--- config.mk ---
export PLATFORM = sky130hd
export DESIGN_NAME = packet_slot_buffer_min_sequence_flat
export DESIGN_NICKNAME = d
export VERILOG_FILES = /design/src/hw/rtl/psb_pkg.sv /design/src/hw/rtl/psb_if.sv /design/src/hw/rtl/psb_slot_mem.sv /design/src/hw/rtl/psb_free_stack.sv /design/src/hw/rtl/psb_min_track.sv /design/src/hw/rtl/packet_slot_buffer_min_sequence.sv /design/src/flat_wrapper.sv
export SDC_FILE = /design/constraint.sdc
export NUM_CORES = 2
export LEC_CHECK = 0
export ABC_CLOCK_PERIOD_IN_PS = 12800
export BUFFER_PORTS_ARGS = -buffer_cell sky130_fd_sc_hd__buf_4
export CAP_MARGIN = 30
export CORE_UTILIZATION = 32
export CTS_CLUSTER_DIAMETER = 80
export DETAILED_ROUTE_END_ITERATION = 16
export HOLD_SLACK_MARGIN = 0.08
export SLEW_MARGIN = 20
export SYNTH_ARGS = -nofsm -noshare
export SYNTH_HDL_FRONTEND = slang
export SYNTH_HIERARCHICAL = 1
export SYNTH_SLANG_ARGS = --single-unit
--- constraint.sdc ---
create_clock -name clk -period 12.8 [get_ports clk]
set_input_delay 1.28 -clock clk [delete_from_list [all_inputs] [get_ports clk]]
set_output_delay 1.28 -clock clk [all_outputs]
set_load 0.05 [all_outputs]
--- src/hw/rtl/psb_pkg.sv ---
`default_nettype none
// ----------------------------------------------------------------------------
// psb_pkg
// Shared types and fixed field widths for the packet slot buffer.
// ----------------------------------------------------------------------------
package psb_pkg;

  localparam int NODE_W  = 48;
  localparam int CC_W    = 8;
  localparam int LEN_W   = 16;
  localparam int SEQ_W   = 32;
  localparam int STAT_W  = 3;
  localparam int SLOT_W  = 6;
  localparam int PSIZE_W = 10;
  localparam int ERR_W   = 32;
  localparam int OCC_W   = 7;

  // 30-byte header plus the 4-byte sequence word
  localparam int OVERHEAD_BYTES = 34;

  localparam logic REQ_RECEIVE = 1'b0;
  localparam logic REQ_FETCH   = 1'b1;

  typedef enum logic [STAT_W-1:0] {
    ST_STORED    = 3'd0,
    ST_OWN       = 3'd1,
    ST_BAD       = 3'd2,
    ST_FULL      = 3'd3,
    ST_DELIVERED = 3'd4,
    ST_EMPTY     = 3'd5
  } status_t;

  typedef enum logic [2:0] {
    S_IDLE,
    S_POP,
    S_SCAN,
    S_DRAIN,
    S_DECIDE,
    S_TRIM
  } state_t;

  typedef struct packed {
    logic                    req_type;
    logic [CC_W-1:0]         cmpl_code;
    logic [NODE_W-1:0]       source_node;
    logic [LEN_W-1:0]        packet_length;
    logic signed [SEQ_W-1:0] sequence_number;
  } in_item_t;

  typedef struct packed {
    status_t                 status;
    logic [SLOT_W-1:0]       slot_index;
    logic [PSIZE_W-1:0]      payload_size;
    logic signed [SEQ_W-1:0] sequence_out;
    logic [ERR_W-1:0]        error_count;
    logic [OCC_W-1:0]        occupancy;
  } out_item_t;

  typedef struct packed {
    logic signed [SEQ_W-1:0] seq;
    logic [PSIZE_W-1:0]      size;
  } slot_entry_t;

endpackage
`default_nettype wire

--- src/hw/rtl/psb_if.sv ---
`default_nettype none
// ----------------------------------------------------------------------------
// psb_if
// Valid/ready channels carrying request and result transactions.
// ----------------------------------------------------------------------------
interface psb_in_if;
  logic               valid;
  logic               ready;
  psb_pkg::in_item_t  data;

  modport source (output valid, output data, input ready);
  modport sink   (input valid, input data, output ready);
endinterface

interface psb_out_if;
  logic               valid;
  logic               ready;
  psb_pkg::out_item_t data;

  modport source (output valid, output data, input ready);
  modport sink   (input valid, input data, output ready);
endinterface
`default_nettype wire

--- src/hw/rtl/psb_slot_mem.sv ---
`default_nettype none
// ----------------------------------------------------------------------------
// psb_slot_mem
// Per-slot sequence number and payload size, one write and one
// registered read port.
// ----------------------------------------------------------------------------
module psb_slot_mem #(
  parameter int SLOTS = 64
) (
  input  logic                       clk,
  input  logic                       wr_en,
  input  logic [$clog2(SLOTS)-1:0]   wr_addr,
  input  psb_pkg::slot_entry_t       wr_data,
  input  logic [$clog2(SLOTS)-1:0]   rd_addr,
  output psb_pkg::slot_entry_t       rd_data
);
  import psb_pkg::*;

  slot_entry_t mem_r [SLOTS];
  slot_entry_t rd_data_r;

  always_ff @(posedge clk) begin
    if (wr_en) begin
      mem_r[wr_addr] <= wr_data;
    end
    rd_data_r <= mem_r[rd_addr];
  end

  assign rd_data = rd_data_r;

endmodule
`default_nettype wire

--- src/hw/rtl/psb_free_stack.sv ---
`default_nettype none
// ----------------------------------------------------------------------------
// psb_free_stack
// Free-slot stack memory; an entry never written reads as its own index.
// ----------------------------------------------------------------------------
module psb_free_stack #(
  parameter int SLOTS = 64
) (
  input  logic                       clk,
  input  logic                       rst_n,
  input  logic                       wr_en,
  input  logic [$clog2(SLOTS)-1:0]   wr_addr,
  input  logic [$clog2(SLOTS)-1:0]   wr_data,
  input  logic [$clog2(SLOTS)-1:0]   rd_addr,
  output logic [$clog2(SLOTS)-1:0]   rd_data
);
  localparam int IDX_W = $clog2(SLOTS);

  logic [IDX_W-1:0] mem_r [SLOTS];
  logic [SLOTS-1:0] vld_r;
  logic [IDX_W-1:0] rd_mem_r;
  logic [IDX_W-1:0] rd_addr_r;
  logic             rd_vld_r;

  always_ff @(posedge clk) begin
    if (!rst_n) begin
      vld_r <= '0;
    end else if (wr_en) begin
      vld_r[wr_addr] <= 1'b1;
    end
  end

  always_ff @(posedge clk) begin
    if (wr_en) begin
      mem_r[wr_addr] <= wr_data;
    end
    rd_mem_r  <= mem_r[rd_addr];
    rd_vld_r  <= vld_r[rd_addr];
    rd_addr_r <= rd_addr;
  end

  assign rd_data = rd_vld_r ? rd_mem_r : rd_addr_r;

endmodule
`default_nettype wire

--- src/hw/rtl/psb_min_track.sv ---
`default_nettype none
// ----------------------------------------------------------------------------
// psb_min_track
// Shared compare unit: keeps the lowest sequence seen during a scan,
// first slot wins on a tie.
// ----------------------------------------------------------------------------
module psb_min_track #(
  parameter int SLOTS = 64
) (
  input  logic                       clk,
  input  logic                       rst_n,
  input  logic                       clear,
  input  logic                       cand_live,
  input  logic [$clog2(SLOTS)-1:0]   cand_idx,
  input  psb_pkg::slot_entry_t       cand,
  output logic                       found,
  output logic [$clog2(SLOTS)-1:0]   best_idx,
  output psb_pkg::slot_entry_t       best
);
  import psb_pkg::*;

  localparam int IDX_W = $clog2(SLOTS);

  logic             found_r, found_nxt;
  logic [IDX_W-1:0] idx_r, idx_nxt;
  slot_entry_t      best_r, best_nxt;
  logic             lower;

  assign lower = $signed(cand.seq) < $signed(best_r.seq);

  always_comb begin
    found_nxt = found_r;
    idx_nxt   = idx_r;
    best_nxt  = best_r;
    if (clear) begin
      found_nxt = 1'b0;
    end else if (cand_live && (!found_r || lower)) begin
      found_nxt = 1'b1;
      idx_nxt   = cand_idx;
      best_nxt  = cand;
    end
  end

  always_ff @(posedge clk) begin
    if (!rst_n) begin
      found_r <= 1'b0;
    end else begin
      found_r <= found_nxt;
    end
    idx_r  <= idx_nxt;
    best_r <= best_nxt;
  end

  assign found    = found_r;
  assign best_idx = idx_r;
  assign best     = best_r;

endmodule
`default_nettype wire

--- src/hw/rtl/packet_slot_buffer_min_sequence.sv ---
`default_nettype none
// ----------------------------------------------------------------------------
// packet_slot_buffer_min_sequence
// Receive: turned away straight from idle, or stored via S_POP (free-stack
// read). Fetch: S_SCAN, one slot read per cycle through the slot memory port
// up to highest_slot; S_DRAIN, S_DECIDE, then S_TRIM if the high mark must fall.
// One transaction at a time; ready again once the result is taken.
// Synchronous reset, no clearing pass: valid bits and counters clear at once.
// ----------------------------------------------------------------------------
module packet_slot_buffer_min_sequence #(
  parameter int SLOTS       = 64,
  parameter int MAX_PAYLOAD = 512
) (
  input  logic                        clk,
  input  logic                        rst_n,
  psb_in_if.sink                      in_ch,
  psb_out_if.source                   out_ch,
  input  logic                        cfg_we,
  input  logic [psb_pkg::NODE_W-1:0]  cfg_wdata
);
  import psb_pkg::*;

  localparam int IDX_W = $clog2(SLOTS);
  localparam int CNT_W = $clog2(SLOTS + 1);

  state_t              state_r, state_nxt;
  logic [NODE_W-1:0]   own_r, own_nxt;
  logic [SLOTS-1:0]    slot_valid_r, slot_valid_nxt;
  logic [CNT_W-1:0]    used_r, used_nxt;
  logic [IDX_W-1:0]    hi_r, hi_nxt;
  logic [ERR_W-1:0]    rej_r, rej_nxt;
  logic [IDX_W-1:0]    scan_idx_r, scan_idx_nxt;
  logic signed [SEQ_W-1:0] pend_seq_r, pend_seq_nxt;
  logic [PSIZE_W-1:0]  pend_size_r, pend_size_nxt;
  out_item_t           out_r, out_nxt;
  logic                out_valid_r, out_valid_nxt;
  logic                cmp_live_r;
  logic                cmp_vld_r;
  logic [IDX_W-1:0]    cmp_idx_r;

  in_item_t            req;
  logic                accept;
  logic [LEN_W-1:0]    pay_len;
  logic                len_bad;
  logic                full;
  logic                rx_ok;
  logic [ERR_W-1:0]    rej_inc;
  logic [CNT_W-1:0]    used_dec;
  logic [IDX_W-1:0]    hi_dec;
  logic                trim_done;
  logic                finish;

  logic                mem_we;
  slot_entry_t         mem_wdata;
  slot_entry_t         mem_rdata;
  logic                stk_we;
  logic [IDX_W-1:0]    stk_waddr;
  logic [IDX_W-1:0]    stk_raddr;
  logic [IDX_W-1:0]    stk_rdata;
  logic                min_clear;
  logic                found;
  logic [IDX_W-1:0]    best_idx;
  slot_entry_t         best;

  assign req     = in_ch.data;
  assign accept  = in_ch.valid && in_ch.ready;
  assign pay_len = req.packet_length - LEN_W'(OVERHEAD_BYTES);
  assign len_bad = (req.packet_length < LEN_W'(OVERHEAD_BYTES))
                || (pay_len > LEN_W'(MAX_PAYLOAD));
  assign full    = used_r >= CNT_W'(SLOTS);
  assign rx_ok   = (req.cmpl_code == '0) && (req.source_node != own_r)
                && !len_bad && !full && !req.sequence_number[SEQ_W-1];
  assign rej_inc = rej_r + ERR_W'(1);
  assign used_dec  = (used_r != '0) ? used_r - CNT_W'(1) : used_r;
  assign hi_dec    = hi_r - IDX_W'(1);
  assign trim_done = (hi_dec == '0) || slot_valid_r[hi_dec];

  assign stk_raddr = full ? '0 : used_r[IDX_W-1:0];
  assign min_clear = accept && (req.req_type == REQ_FETCH);
  assign mem_wdata = '{seq: pend_seq_r, size: pend_size_r};

  assign in_ch.ready  = (state_r == S_IDLE) && !out_valid_r;
  assign out_ch.valid = out_valid_r;
  assign out_ch.data  = out_r;

  psb_slot_mem #(.SLOTS(SLOTS)) u_slot_mem (
    .clk     (clk),
    .wr_en   (mem_we),
    .wr_addr (stk_rdata),
    .wr_data (mem_wdata),
    .rd_addr (scan_idx_r),
    .rd_data (mem_rdata)
  );

  psb_free_stack #(.SLOTS(SLOTS)) u_free_stack (
    .clk     (clk),
    .rst_n   (rst_n),
    .wr_en   (stk_we),
    .wr_addr (stk_waddr),
    .wr_data (best_idx),
    .rd_addr (stk_raddr),
    .rd_data (stk_rdata)
  );

  psb_min_track #(.SLOTS(SLOTS)) u_min_track (
    .clk       (clk),
    .rst_n     (rst_n),
    .clear     (min_clear),
    .cand_live (cmp_live_r && cmp_vld_r),
    .cand_idx  (cmp_idx_r),
    .cand      (mem_rdata),
    .found     (found),
    .best_idx  (best_idx),
    .best      (best)
  );

  // next state
  always_comb begin
    state_nxt = state_r;
    case (state_r)
      S_IDLE: begin
        if (accept) begin
          if (req.req_type == REQ_FETCH) begin
            state_nxt = S_SCAN;
          end else if (rx_ok) begin
            state_nxt = S_POP;
          end
        end
      end
      S_POP: begin
        state_nxt = S_IDLE;
      end
      S_SCAN: begin
        if (scan_idx_r == hi_r) begin
          state_nxt = S_DRAIN;
        end
      end
      S_DRAIN: begin
        state_nxt = S_DECIDE;
      end
      S_DECIDE: begin
        if (found && (hi_r == best_idx) && (hi_r != '0)) begin
          state_nxt = S_TRIM;
        end else begin
          state_nxt = S_IDLE;
        end
      end
      S_TRIM: begin
        if (trim_done) begin
          state_nxt = S_IDLE;
        end
      end
      default: begin
        state_nxt = S_IDLE;
      end
    endcase
  end

  // datapath and outputs
  always_comb begin
    own_nxt        = cfg_we ? cfg_wdata : own_r;
    slot_valid_nxt = slot_valid_r;
    used_nxt       = used_r;
    hi_nxt         = hi_r;
    rej_nxt        = rej_r;
    scan_idx_nxt   = scan_idx_r;
    pend_seq_nxt   = pend_seq_r;
    pend_size_nxt  = pend_size_r;
    out_nxt        = out_r;
    mem_we         = 1'b0;
    stk_we         = 1'b0;
    stk_waddr      = used_dec[IDX_W-1:0];
    finish         = 1'b0;

    case (state_r)
      S_IDLE: begin
        if (accept) begin
          out_nxt.slot_index   = '0;
          out_nxt.payload_size = '0;
          out_nxt.sequence_out = '0;
          out_nxt.error_count  = rej_r;
          out_nxt.occupancy    = OCC_W'(used_r);
          if (req.req_type == REQ_FETCH) begin
            scan_idx_nxt = '0;
          end else if (req.cmpl_code != '0) begin
            rej_nxt             = rej_inc;
            out_nxt.status      = ST_BAD;
            out_nxt.error_count = rej_inc;
            finish              = 1'b1;
          end else if (req.source_node == own_r) begin
            out_nxt.status = ST_OWN;
            finish         = 1'b1;
          end else if (len_bad) begin
            rej_nxt             = rej_inc;
            out_nxt.status      = ST_BAD;
            out_nxt.error_count = rej_inc;
            finish              = 1'b1;
          end else if (full) begin
            rej_nxt             = rej_inc;
            out_nxt.status      = ST_FULL;
            out_nxt.error_count = rej_inc;
            finish              = 1'b1;
          end else if (req.sequence_number[SEQ_W-1]) begin
            rej_nxt             = rej_inc;
            out_nxt.status      = ST_BAD;
            out_nxt.error_count = rej_inc;
            finish              = 1'b1;
          end else begin
            pend_seq_nxt  = req.sequence_number;
            pend_size_nxt = pay_len[PSIZE_W-1:0];
          end
        end
      end
      S_POP: begin
        mem_we                    = 1'b1;
        slot_valid_nxt[stk_rdata] = 1'b1;
        used_nxt                  = used_r + CNT_W'(1);
        if (stk_rdata > hi_r) begin
          hi_nxt = stk_rdata;
        end
        out_nxt.status       = ST_STORED;
        out_nxt.slot_index   = SLOT_W'(stk_rdata);
        out_nxt.payload_size = pend_size_r;
        out_nxt.occupancy    = OCC_W'(used_r + CNT_W'(1));
        finish               = 1'b1;
      end
      S_SCAN: begin
        scan_idx_nxt = scan_idx_r + IDX_W'(1);
      end
      S_DECIDE: begin
        if (!found) begin
          out_nxt.status = ST_EMPTY;
          finish         = 1'b1;
        end else begin
          slot_valid_nxt[best_idx] = 1'b0;
          used_nxt                 = used_dec;
          stk_we                   = 1'b1;
          out_nxt.status           = ST_DELIVERED;
          out_nxt.slot_index       = SLOT_W'(best_idx);
          out_nxt.payload_size     = best.size;
          out_nxt.sequence_out     = best.seq;
          out_nxt.occupancy        = OCC_W'(used_dec);
          if (!((hi_r == best_idx) && (hi_r != '0))) begin
            finish = 1'b1;
          end
        end
      end
      S_TRIM: begin
        hi_nxt = hi_dec;
        finish = trim_done;
      end
      default: begin
      end
    endcase

    out_valid_nxt = out_valid_r;
    if (out_ch.ready) begin
      out_valid_nxt = 1'b0;
    end
    if (finish) begin
      out_valid_nxt = 1'b1;
    end
  end

  always_ff @(posedge clk) begin
    if (!rst_n) begin
      state_r      <= S_IDLE;
      own_r        <= '0;
      slot_valid_r <= '0;
      used_r       <= '0;
      hi_r         <= '0;
      rej_r        <= '0;
      out_valid_r  <= 1'b0;
      cmp_live_r   <= 1'b0;
    end else begin
      state_r      <= state_nxt;
      own_r        <= own_nxt;
      slot_valid_r <= slot_valid_nxt;
      used_r       <= used_nxt;
      hi_r         <= hi_nxt;
      rej_r        <= rej_nxt;
      out_valid_r  <= out_valid_nxt;
      cmp_live_r   <= (state_r == S_SCAN);
    end
    scan_idx_r  <= scan_idx_nxt;
    pend_seq_r  <= pend_seq_nxt;
    pend_size_r <= pend_size_nxt;
    out_r       <= out_nxt;
    cmp_vld_r   <= slot_valid_r[scan_idx_r];
    cmp_idx_r   <= scan_idx_r;
  end

endmodule
`default_nettype wire

--- src/flat_wrapper.sv ---
// flat-port wrapper written by rule: the top's interface ports become plain ports
module packet_slot_buffer_min_sequence_flat import psb_pkg::*;
#(
  parameter int SLOTS       = 64,
  parameter int MAX_PAYLOAD = 512
)
  (clk, rst_n, cfg_we, cfg_wdata, in_ch_valid, in_ch_data, in_ch_ready, out_ch_valid, out_ch_data, out_ch_ready);
  psb_in_if in_ch_i ();
  psb_out_if out_ch_i ();
  input  logic clk;
  input  logic rst_n;
  input  logic cfg_we;
  input  logic [psb_pkg::NODE_W-1:0] cfg_wdata;
  input wire logic [$bits(in_ch_i.valid)-1:0] in_ch_valid;
  input wire logic [$bits(in_ch_i.data)-1:0] in_ch_data;
  output wire logic [$bits(in_ch_i.ready)-1:0] in_ch_ready;
  output wire logic [$bits(out_ch_i.valid)-1:0] out_ch_valid;
  output wire logic [$bits(out_ch_i.data)-1:0] out_ch_data;
  input wire logic [$bits(out_ch_i.ready)-1:0] out_ch_ready;
  assign in_ch_i.valid = in_ch_valid;
  assign in_ch_i.data = in_ch_data;
  assign in_ch_ready = in_ch_i.ready;
  assign out_ch_valid = out_ch_i.valid;
  assign out_ch_data = out_ch_i.data;
  assign out_ch_i.ready = out_ch_ready;
  packet_slot_buffer_min_sequence #(.SLOTS(SLOTS), .MAX_PAYLOAD(MAX_PAYLOAD)) u_core (.clk(clk), .rst_n(rst_n), .in_ch(in_ch_i), .out_ch(out_ch_i), .cfg_we(cfg_we), .cfg_wdata(cfg_wdata));
endmodule
==> results.sh <==
export IMPL_detail_route_antenna_nets=0
export IMPL_worstMarginPinSlew_ns=1.17
export IMPL_setup_viol=0
export IMPL_peakVddDrop_mv=0.119
export IMPL_yosysWarnings=6
export IMPL_grt_pass1_vias=72700
export IMPL_grt_pass1_wl_um=531000
export IMPL_cap_violations=0
export IMPL_die_y_um=660
export IMPL_fin_nets=7613
export IMPL_postSynthRegisterBits=3546
export IMPL_drtPass1Iterations=6
export IMPL_end_kind="register"
export IMPL_final_max_slew_viol_count=0
export IMPL_grt_use_total_pct=16.7
export IMPL_grt_max_degree=126
export IMPL_max_freq_ghz=0.214
export IMPL_gp_congestion=0.830
export IMPL_syn_inst=6883
export IMPL_finalCriticalPeriod_ns=4.68
export IMPL_root_buffer="clkbuf_16"
export IMPL_power_switching_uw=6250
export IMPL_finalCritPeriodShare_pct=36.6
export IMPL_cts_setup_buffers=0
export IMPL_gr_total_overflow=0
export IMPL_cp_max_fo=91
export IMPL_synth_edff_count=3257
export IMPL_core_rowCount=241
export IMPL_fp_dieW_um=660
export IMPL_dr_total_vias=71700
export IMPL_area_growth_pct=15.8
export IMPL_hold_viol=0
export IMPL_fin_hold_ws_ns=0.401
export IMPL_clock_path_buffers=4
export IMPL_synth_area_per_cell_um2=20.1
export IMPL_multi_input_area_um2=33400
export IMPL_r2r_slack_ns=8.12
export IMPL_cts_htree_levels=5
export IMPL_status="complete, no violations"
export IMPL_drc=0
export IMPL_antenna_found_initial=26
export IMPL_ctsHoldBuffers=0
export IMPL_pwr_share_clk_pct=39.8
export IMPL_holdPathStages=0
export IMPL_worstPathRequired_ns=13.61
export IMPL_layout_drive_gt1_share_pct=26.0
export IMPL_fin_setup_tns_ns=0
export IMPL_ios=250
export IMPL_hpwl_um=214000
export IMPL_p_sw_share_pct=24.1
export IMPL_cts_repair_resized=0
export IMPL_cts_clk_slew_worst_paths_ns=0.06
export IMPL_vias_per_cell=5.33
export IMPL_p_int_uw=19700
export IMPL_min_path_type="reg2reg"
export IMPL_seqPwrFrac_pct=49.4
export IMPL_drt_wirelength_per_cell_um=27.8
export IMPL_synth_flop_cell="edfxtp_1"
export IMPL_seq_area_um2=104000
export IMPL_power_leakage_uw=0.0504
export IMPL_initial_core_util_pct=32.1
export IMPL_dieArea_um2=435000
export IMPL_coreArea_um2=431000
export IMPL_start_kind="register"
export IMPL_reg2reg_depth=8
export IMPL_syn_cell_area_um2=138000
export IMPL_drt_iter0_drc=8068
export IMPL_synth_distinct_cells=87
export IMPL_path_class="reg2reg"
export IMPL_clock_sinks=3546
export IMPL_final_common_cell="edfxtp_1"
export IMPL_seq_area_frac_synth_pct=74.8
export IMPL_total_power_uw=25900
export IMPL_ys_async_sr_fraction_pct=0
export IMPL_wl_um=374000
export IMPL_comb_power_share_pct=10.8
export IMPL_fill_cells=38800
export IMPL_numCtsBuffers=361
export IMPL_clock_skew_ns=0.104
export IMPL_clkLatencyLatePin_ns=0.96
export IMPL_power_density_nw_per_um2=162
export IMPL_relSlewSlack_pct=21.3
export IMPL_rsz0062_at_grt="no"
export IMPL_io_buffers=249
export IMPL_layout_common_cells="edfxtp_1 (3257), mux4_2 (815), buf_4 (435)"
export IMPL_arrival_ns=5.49
export IMPL_cts_tree="built"
[synth_stat cells (22+ instances only)]
library cell	n	share of area, %
a211oi_1	30	0.16
a21oi_1	157	0.57
a221oi_1	29	0.18
a22o_1	31	0.20
a22oi_1	85	0.46
and2_1	48	0.22
buf_1	28	0.076
buf_2	83	0.30
buf_4	61	0.33
buf_6	22	0.18
clkbuf_1	183	0.50
dfxtp_1	289	4.2
edfxtp_1	3257	71
ha_1	45	0.41
inv_1	75	0.20
mux2_2	71	0.58
mux2i_1	223	1.6
mux4_2	815	13
nand2_1	192	0.52
nand2b_1	23	0.10
nand3_1	56	0.20
nand3b_1	22	0.12
nor2_1	328	0.89
nor2b_1	35	0.16
nor3_1	48	0.17
nor4_1	24	0.11
o21a_1	70	0.38
o21ai_0	98	0.35
o221ai_1	45	0.28
o22ai_1	44	0.20
xnor2_1	56	0.35
xor2_1	70	0.44
[sequential cells by signal, indices dropped and copies added (netlist names), 7 cells and up]
| signal | cells |
|---|---|
| u_core/pend_seq_r | 31 |
| u_core/pend_size_r | 10 |
| u_core/own_r | 48 |
| u_core/rej_r | 32 |
| u_core/slot_valid_r | 64 |
| u_core/u_slot_mem/mem_r | 2688 |
| u_core/used_r | 7 |
| u_core/u_free_stack/mem_r | 384 |
| u_core/u_min_track/best | 42 |
| u_core/u_free_stack/vld_r | 64 |
| u_core/u_slot_mem/rd_data | 42 |
| u_core/out_ch.data | 90 |
[per-stage QoR]
stage / worst slack (ns) / utilization, % / cell area, µm² / std cells
global route: 7.75 / 37.2 / 160000 / 13400
detailed placement: 7.69 / 34.4 / 148000 / 12700
CTS: 7.93 / 37.1 / 160000 / 13400
finish: 8.12 / 37.2 / 160000 / 13400
global placement: 7.65 / 34.3 / 148000 / 12700
floorplan: 5.19 / - / 139000 / 6946
[power groups by stage]
stage | logic, µW | registers (µW) | clock network [µW]
after floorplan | 1770 | 13100 | 0
after global placement | 2760 | 13100 | 0
after detailed placement | 2780 | 13100 | 0
after CTS | 2790 | 12800 | 10500
after global routing | 2950 | 12800 | 10900
final | 2790 | 12800 | 10300
[cells by family after synthesis]
family | after synthesis | share of synthesized area [%]
flops | 3546 | 74.8
mux | 1119 | 15.6
simple gates | 870 | 2.97
compound gates | 716 | 3.71
buf+inv | 459 | 1.62
xor+xnor | 127 | 0.809
fa+ha+maj | 45 | 0.407
other cells | 1 | 0.00271
[worst paths after layout]
| kind | startpoint | end |
|---|---|---|
| max | u_core/scan_idx_r[0] | u_core/u_slot_mem/rd_data[27] |
| min | u_core/cmp_idx_r[3] | u_core/u_min_track/best_idx[3] |
| max reg2reg | u_core/scan_idx_r[0] | u_core/u_slot_mem/rd_data[27] |
| min reg2reg | u_core/cmp_idx_r[3] | u_core/u_min_track/best_idx[3] |
[routing by layer]
layer  up-vias  share of wire, %  GRT usage, %
met5         -            0.0035             0
met4         2               3.1          5.08
met3       623               8.9          3.37
met2      3424                48          27.6
met1     38300                40          22.3
li1      29400                 -             -
[cell type report]
| type | instances | share of cell area, % |
|---|---|---|
| clock buffers | 472 | 6.12 |
| multi-input cells | 2941 | 20.9 |
| repair buffers | 481 | 2.59 |
| inverters | 79 | 0.191 |
| diodes | 21 | 0.0328 |
| well taps | 5710 | 4.46 |
| clock inverters | 188 | 1.10 |
| flip-flops and latches | 3546 | 64.6 |
[critical path: stages, from the launching register on]
cell,delay (ns)
edfxtp_1,0.32
buf_4,0.62
buf_12,0.62
buf_12,0.60
buf_4,0.62
mux4_2,0.57
mux4_2,0.47
o22ai_1,0.33
nor2_1,0.07
(Power assumes the default switching activity.)
